<file path="config.mk">
export PLATFORM = sky130hd
export DESIGN_NAME = vfa_sqrt
export DESIGN_NICKNAME = d
export VERILOG_FILES = /design/src/sv/vfa_pkg.sv /design/src/sv/vfa_sqrt.sv
export SDC_FILE = /design/constraint.sdc
export NUM_CORES = 2
export LEC_CHECK = 0
export ABC_AREA = 0
export BUFFER_PORTS_ARGS = -buffer_cell sky130_fd_sc_hd__buf_2
export CORE_MARGIN = 3
export CORE_UTILIZATION = 43
export CTS_CLUSTER_DIAMETER = 50
export CTS_CLUSTER_SIZE = 16
export DETAILED_ROUTE_END_ITERATION = 8
export SLEW_MARGIN = 10
export SYNTH_ARGS = -nofsm -noshare
export SYNTH_HDL_FRONTEND = slang
export SYNTH_MEMORY_MAX_BITS = 65536
export SYNTH_SLANG_ARGS = --single-unit
</file>
<file path="constraint.sdc">
create_clock -name clk_i -period 3.9 [get_ports clk_i]
set_input_delay 0.39 -clock clk_i [delete_from_list [all_inputs] [get_ports clk_i]]
set_output_delay 0.39 -clock clk_i [all_outputs]
set_load 0.01 [all_outputs]
</file>
<file path="src/sv/vfa_pkg.sv">
// vfa_pkg: shared types, widths and helpers for the fixed-point vector ALU.
// No dependencies; imported by every vfa_* module and the top level.

package vfa_pkg;

  localparam int FRAC_BITS_DEF = 16;
  localparam int WORD_W        = 32;
  localparam int OPND_W        = 33;   // operand of a lane multiplier (b - a needs 33 bits)
  localparam int PROD_W        = 66;
  localparam int ACC_W         = 68;   // three products summed, with headroom
  localparam int RAD_W         = 64;
  localparam int ROOT_W        = 32;
  localparam int SQ_STAGES     = RAD_W / 2;
  localparam int DEN_W         = 32;

  localparam logic signed [ACC_W-1:0] ACC_MAX = 68'sh0_7FFF_FFFF;
  localparam logic signed [ACC_W-1:0] ACC_MIN = -68'sh0_8000_0000;
  localparam logic [WORD_W-1:0]       W_MAX   = 32'h7FFF_FFFF;
  localparam logic [WORD_W-1:0]       W_MIN   = 32'h8000_0000;

  typedef enum logic [3:0] {
    OP_ADD   = 4'd0,
    OP_SUB   = 4'd1,
    OP_SCALE = 4'd2,
    OP_DIV   = 4'd3,
    OP_NEG   = 4'd4,
    OP_DOT   = 4'd5,
    OP_CROSS = 4'd6,
    OP_MAG   = 4'd7,
    OP_DIST  = 4'd8,
    OP_NORM  = 4'd9
  } op_e;

  typedef struct packed {
    logic [WORD_W-1:0] v;
    logic              ov;
  } sat_t;

  // carried alongside the square root pipeline
  typedef struct packed {
    op_e                    op;
    logic [2:0][WORD_W-1:0] res;
    logic [WORD_W-1:0]      sc;
    logic                   ov;
    logic                   big;
    logic [2:0][WORD_W-1:0] a;
    logic [WORD_W-1:0]      s;
  } sq_t;

  // carried alongside the divider pipeline
  typedef struct packed {
    op_e                    op;
    logic [2:0][WORD_W-1:0] res;
    logic [WORD_W-1:0]      sc;
    logic                   ov;
    logic                   dz;
    logic [2:0]             neg;
  } dv_t;

  typedef struct packed {
    logic [WORD_W-1:0] x;
    logic [WORD_W-1:0] y;
    logic [WORD_W-1:0] z;
    logic [WORD_W-1:0] sc;
    logic              ov;
    logic              dz;
  } res_t;

  function automatic sat_t sat_word(input logic signed [ACC_W-1:0] v);
    sat_t r;
    r.ov = 1'b0;
    r.v  = v[WORD_W-1:0];
    if (v > ACC_MAX) begin
      r.ov = 1'b1;
      r.v  = W_MAX;
    end else if (v < ACC_MIN) begin
      r.ov = 1'b1;
      r.v  = W_MIN;
    end
    return r;
  endfunction

endpackage

</file>
<file path="src/sv/vfa_sqrt.sv">
// vfa_sqrt: pipelined floor square root, one root bit per stage.
// 64-bit radicand, 32-bit root, SQ_STAGES register stages. Uses vfa_pkg.

module vfa_sqrt import vfa_pkg::*; (
  input  logic              clk_i,
  input  logic              en_i,
  input  logic [RAD_W-1:0]  rad_i,
  output logic [ROOT_W-1:0] root_o
);

  localparam int REM_W = ROOT_W + 4;

  logic [REM_W-1:0]  rem_q  [SQ_STAGES];
  logic [ROOT_W-1:0] root_q [SQ_STAGES];
  logic [RAD_W-1:0]  rad_q  [SQ_STAGES];
  logic [REM_W-1:0]  rem_in [SQ_STAGES];
  logic [ROOT_W-1:0] root_in[SQ_STAGES];
  logic [RAD_W-1:0]  rad_in [SQ_STAGES];
  logic [REM_W-1:0]  rem_d  [SQ_STAGES];
  logic [ROOT_W-1:0] root_d [SQ_STAGES];
  logic [RAD_W-1:0]  rad_d  [SQ_STAGES];

  always_comb begin
    logic [REM_W-1:0] rem_t;
    logic [REM_W-1:0] trial;
    rem_in[0]  = '0;
    root_in[0] = '0;
    rad_in[0]  = rad_i;
    for (int k = 1; k < SQ_STAGES; k++) begin
      rem_in[k]  = rem_q[k-1];
      root_in[k] = root_q[k-1];
      rad_in[k]  = rad_q[k-1];
    end
    for (int k = 0; k < SQ_STAGES; k++) begin
      rem_t = {rem_in[k][REM_W-3:0], rad_in[k][RAD_W-1 -: 2]};
      trial = REM_W'({root_in[k], 2'b01});
      if (rem_t >= trial) begin
        rem_d[k]  = rem_t - trial;
        root_d[k] = {root_in[k][ROOT_W-2:0], 1'b1};
      end else begin
        rem_d[k]  = rem_t;
        root_d[k] = {root_in[k][ROOT_W-2:0], 1'b0};
      end
      rad_d[k] = {rad_in[k][RAD_W-3:0], 2'b00};
    end
  end

  always_ff @(posedge clk_i) begin
    if (en_i) begin
      for (int k = 0; k < SQ_STAGES; k++) begin
        rem_q[k]  <= rem_d[k];
        root_q[k] <= root_d[k];
        rad_q[k]  <= rad_d[k];
      end
    end
  end

  assign root_o = root_q[SQ_STAGES-1];

endmodule

</file>
; ---- Word-level counts from Yosys, hierarchy flattened
; Memories as Yosys holds them, arrays and structs flattened.
; Cells that the tools add are included.
[classes]
order_cmp = 32
addsub = 32
mux = 66
[ops]
columns = cell, count
row1 = two-way mux 36 bit, 32
row2 = >= comparator 36 x 34 -> 1 bit, 31
row3 = subtractor 36 x 34 -> 36 bit, 31
row4 = two-way mux 1 bit, 34
row5 = subtractor 2 x 1 -> 3 bit (second input constant), 1
row6 = >= comparator 2 x 1 -> 1 bit (second input constant), 1
[totals]
input_bits = 66
ramBits = 4160
output_inout_bits = 32
elab_cells = 133
ff_bits = 0
memories = 3
[memory_table]
columns = memory, words, width, read_ports, rd_clocked_by_memory_dff, write_ports, line_no
row1 = rad_q, 32, 62, 31, 0, 32, vfa_sqrt.sv:15  ; logic [RAD_W-1:0] rad_q [SQ_STAGES];
row2 = rem_q, 32, 36, 31, 0, 32, vfa_sqrt.sv:13  ; logic [REM_W-1:0] rem_q [SQ_STAGES];
row3 = root_q, 32, 32, 32, 0, 32, vfa_sqrt.sv:14  ; logic [ROOT_W-1:0] root_q [SQ_STAGES];

; ---- Logic depth before layout (Yosys ltp)
; An unclocked memory read counts as a cell.
[logic_depth]
word_depth = 3
depth_mapped = 16
depth_no_buf = 13

; ---- Worst setup path after synthesis
; OpenSTA, ideal clock, no wires.
[synth_timing]
kind = register -> register
start = memory rem_q[0][412] in the netlist's numbering
end = memory rem_q[0][454] in the netlist's numbering (data pin)
setup_ns = 0.271
required_time_ns = 3.629
path_buffers = 2
path_slack_ns = 0.293
stages_incl_launch_ff = 13
t_arrival_ns = 3.335
synth_period_minus_slack_ns = 3.607
cell_sequence = edfxtp_1 -> or4_1 -> nand2b_4 -> or4_4 -> or4_1 -> clkbuf_2 -> or4_1 -> a21o_1 -> buf_6 -> nand2b_4 -> o21bai_4 -> nor4_1 -> xor2_1
[synth_lines]
columns = element, line_no
row1 = "start, declared", vfa_sqrt.sv:13

==> summary.md <==
| Metric | Value |
|---|---|
| Pin count of the biggest net entering global routing | `119` |
| Final WL | `241500 microns` |
| Post-synth cell types | `86` |
| Rows | `190` |
| Max Freq | `0.2675 GHz` |
| Synth Area in Compound Gates | `9.390%` |
| Vias in the first global route | `69530` |
| DR DRC count | `0` |
| Port-buffer cells | `97` |
| Commonest cells post-synth | `edfxtp_1, inv_1, nand2_1` |
| CP Max Fanout | `24` |
| Post-Synth Adder-Cell Area | `6.037%` |
| Clk slew on worst S/H paths | `60 ps` |
| Antenna violations before repair | `5` |
| Drt first pass iters | `6` |
| H-tree depth | `5` |
| Worst vdd ir | `0.3368 mV` |
| Startpoint types | `flip-flop` |
| DR vias | `69760` |
| Ys async rst share | `0%` |
| EDFF count, synth | `2523` |
| Die height | `526.4 microns` |
| Worst Path Required | `4520 ps` |
| Avg Vias per Cell | `5.255` |
| Synth area leader | `edfxtp_1` |
| Clk Latency, worst-skew pair | `880 ps` |
| Pwr Density | `595.3 nW/um^2` |
| Worst Hold Class | `primary input to flip-flop` |
| GPL Wtd Cong | `0.9056` |
| Top cell type's share of synthesized area | `65.05%` |
| Min Tclk post-route | `3738 ps` |
| 1st-iter DRT viols | `4846` |
| Total nets after synthesis | `9575` |
| Total congestion overflow | `0` |
| Worst Setup End Kind | `flip-flop` |
| Simple-gate share of the synthesized area | `9.595%` |
| Overall Power | `79740 uW` |
| Final-report setup violation count | `0` |
| Setup Skew | `39.81 ps` |
| GRT Overall Usage | `17.07%` |
| Initial core utilization | `43.36%` |
| Layout area overhead | `15.00%` |
| Max clock buf depth | `4` |
| First-pass GRT wire length | `382300 microns` |
| Top-Level Pins | `98` |
| Synth top area cells | `edfxtp_1, ha_1, xor2_1, xnor2_1, a21oi_1` |
| Clock Tree Root | `clkbuf_16` |
| CTS buffer count | `299` |
| Slew HR | `38.58%` |
| Syn Area/Cell | `13.02 sq um` |
| Final Max Tran Viols | `0` |
| Top-count cell post-synth | `edfxtp_1` |
| Setup TNS | `0 ps` |
| Max-cap violation count | `0` |
| Post-Syn Area | `116500 sq um` |
| DR WL/cell | `18.19 microns` |
| Hold Vio Cnt, Final | `0` |
| Fin util | `49.86%` |
| Xor-xnor portion of the synthesized cell area | `6.407%` |
| CP dominant cell by count | `or4_1` |
| Cells after Synth | `8947` |
| #FFs+latches synth | `2523` |
| Die ar. | `277100 sq um` |
| CP max stage cell | `or4_1` |
| Max stage delay on crit path | `580 ps` |
| Final period util | `95.84%` |
| Seq/Total Area, Yosys | `65.05%` |
| Post-route antenna net violation count | `0` |
| Clk sinks | `2523` |
| Largest family of logic cells by synthesized area | `simple AND/OR/NAND/NOR gates` |
| Die W | `526.4 microns` |
| Outcome | `complete, no violations` |
| Yosys synthesis warning count | `0` |
| Layout net count | `10110` |
| Critical path class | `flip-flop to flip-flop` |
| Leakage | `0.05129 uW` |
| Share of cells above drive strength 1 | `10.16%` |
| Core Area | `268600 sq um` |
| Crit-path cells | `or4_1 > nand2b_4 > or4_4 > or4_1 > or4_1 > a21o_1 > buf_4 > mux2_2` |
| Worst-Margin Slew | `907.0 ps` |
| Post-synthesis mux area share | `0.7552%` |
| Fill cells | `23020` |
| Post-DP HPWL | `174100 microns` |
| CTS tree | `built` |
| Crit path DAT | `4360 ps` |
| Ys flop type | `edfxtp_1` |
-- area by class of cell --
cell class | count | area [sq um] | share of cell area, %
diodes | 5 | 12.51 | 0.009341
clock buffers | 325 | 7771 | 5.802
clock inverters | 216 | 2454 | 1.832
inverters | 695 | 2609 | 1.948
multi-input cells | 5569 | 37620 | 28.09
flip-flops and latches | 2523 | 75760 | 56.56
well taps | 3552 | 4444 | 3.318
repair buffers | 390 | 3276 | 2.445
-- state kept, by name, indices dropped and copies added, names as in the netlist --
signal  count
root_q    528
rad_q     992
rem_q    1003
-- metal layers --
layer  vias to the layer above  routed length, microns  GRT usage [%]  share of wire, %
met1                     33700                  109300          23.02                45
met5                         -                       0              0                 0
met4                         0                    8994          6.518               3.7
met2                      1427                  113900          28.26                47
li1                      34150                       -              -                 -
met3                       478                    9279          2.115               3.8
-- metrics by stage --
step | hold slack (ps) | std cells | setup slack (ps) | instance area (sq um)
6_report | 123.5 | 13280 | 162.1 | 133900
5_1_grt | 81.57 | 13270 | -12.03 | 133900
4_1_cts | 40.09 | 13270 | 4.165 | 133800
3_5_place_dp | 404.5 | 12660 | 12.66 | 123000
3_3_place_gp | 400.2 | 12660 | 45.19 | 123000
2_1_floorplan | 400.3 | 8947 | 293.5 | 116500
-- placed cells by master (no fill, tap or decap), types with 51 or more instances in the layout --
| cell type | n |
|---|---|
| edfxtp_1 | 2523 |
| inv_1 | 693 |
| nand2_1 | 633 |
| nor2_1 | 571 |
| a21oi_1 | 567 |
| ha_1 | 562 |
| o21ai_0 | 469 |
| xor2_1 | 427 |
| xnor2_1 | 425 |
| clkbuf_16 | 308 |
| a21o_1 | 227 |
| nor3_1 | 224 |
| buf_4 | 195 |
| nand3_1 | 130 |
| nand2b_1 | 108 |
| nor4_1 | 99 |
| or3_1 | 97 |
| nand4_1 | 96 |
| buf_2 | 96 |
| nor2b_1 | 87 |
| o21a_1 | 81 |
| mux2_2 | 71 |
| dlygate4sd3_1 | 65 |
| inv_6 | 55 |
| or4_1 | 51 |
| and3_1 | 51 |
-- critical path, delay by kind of cell (launching register included) --
kind	cells	cell delay, ps
buffers and inverters	1	230
muxes	1	300
and+or+nand+nor	5	2290
DFF	1	410
AOI/OAI and AO/OA	1	230
-- cell families after synthesis --
logic type | after synthesis
AO/OA/AOI/OAI | 1775
buffers and inverters | 855
other | 1
adder cells (fa/ha/maj) | 562
AND/OR/NAND/NOR | 2300
flip-flops | 2523
XOR/XNOR | 852
multiplexers | 79
-- worst paths after layout --
kind / cells past startpoint / slack [ps] / end / startpoint
setup / recovery: 8 / 160 / rem_q[0][439] / rem_q[0][412]
hold / removal: 1 / 120 / rad_q[0][223] / en_i
setup reg to reg: 8 / 160 / rem_q[0][439] / rem_q[0][412]
hold reg to reg: 0 / 410 / rad_q[0][403] / rad_q[0][339]
-- what timing repair did --
item                       CTS  global route
hold buffers                65             0
gates resized for setup      0            18
hold endpoints to repair    65             0
buffers inserted             0             2
setup endpoints to repair    0            88
-- report_power, final --
part           switching, uW  internal, uW  leakage [uW]  total, uW
clock                  11800         16500       0.00490      28300
sequential              2230         34200        0.0243      36400
combinational           8530          6450        0.0221      15000
Power figures use the tool's default switching activity.
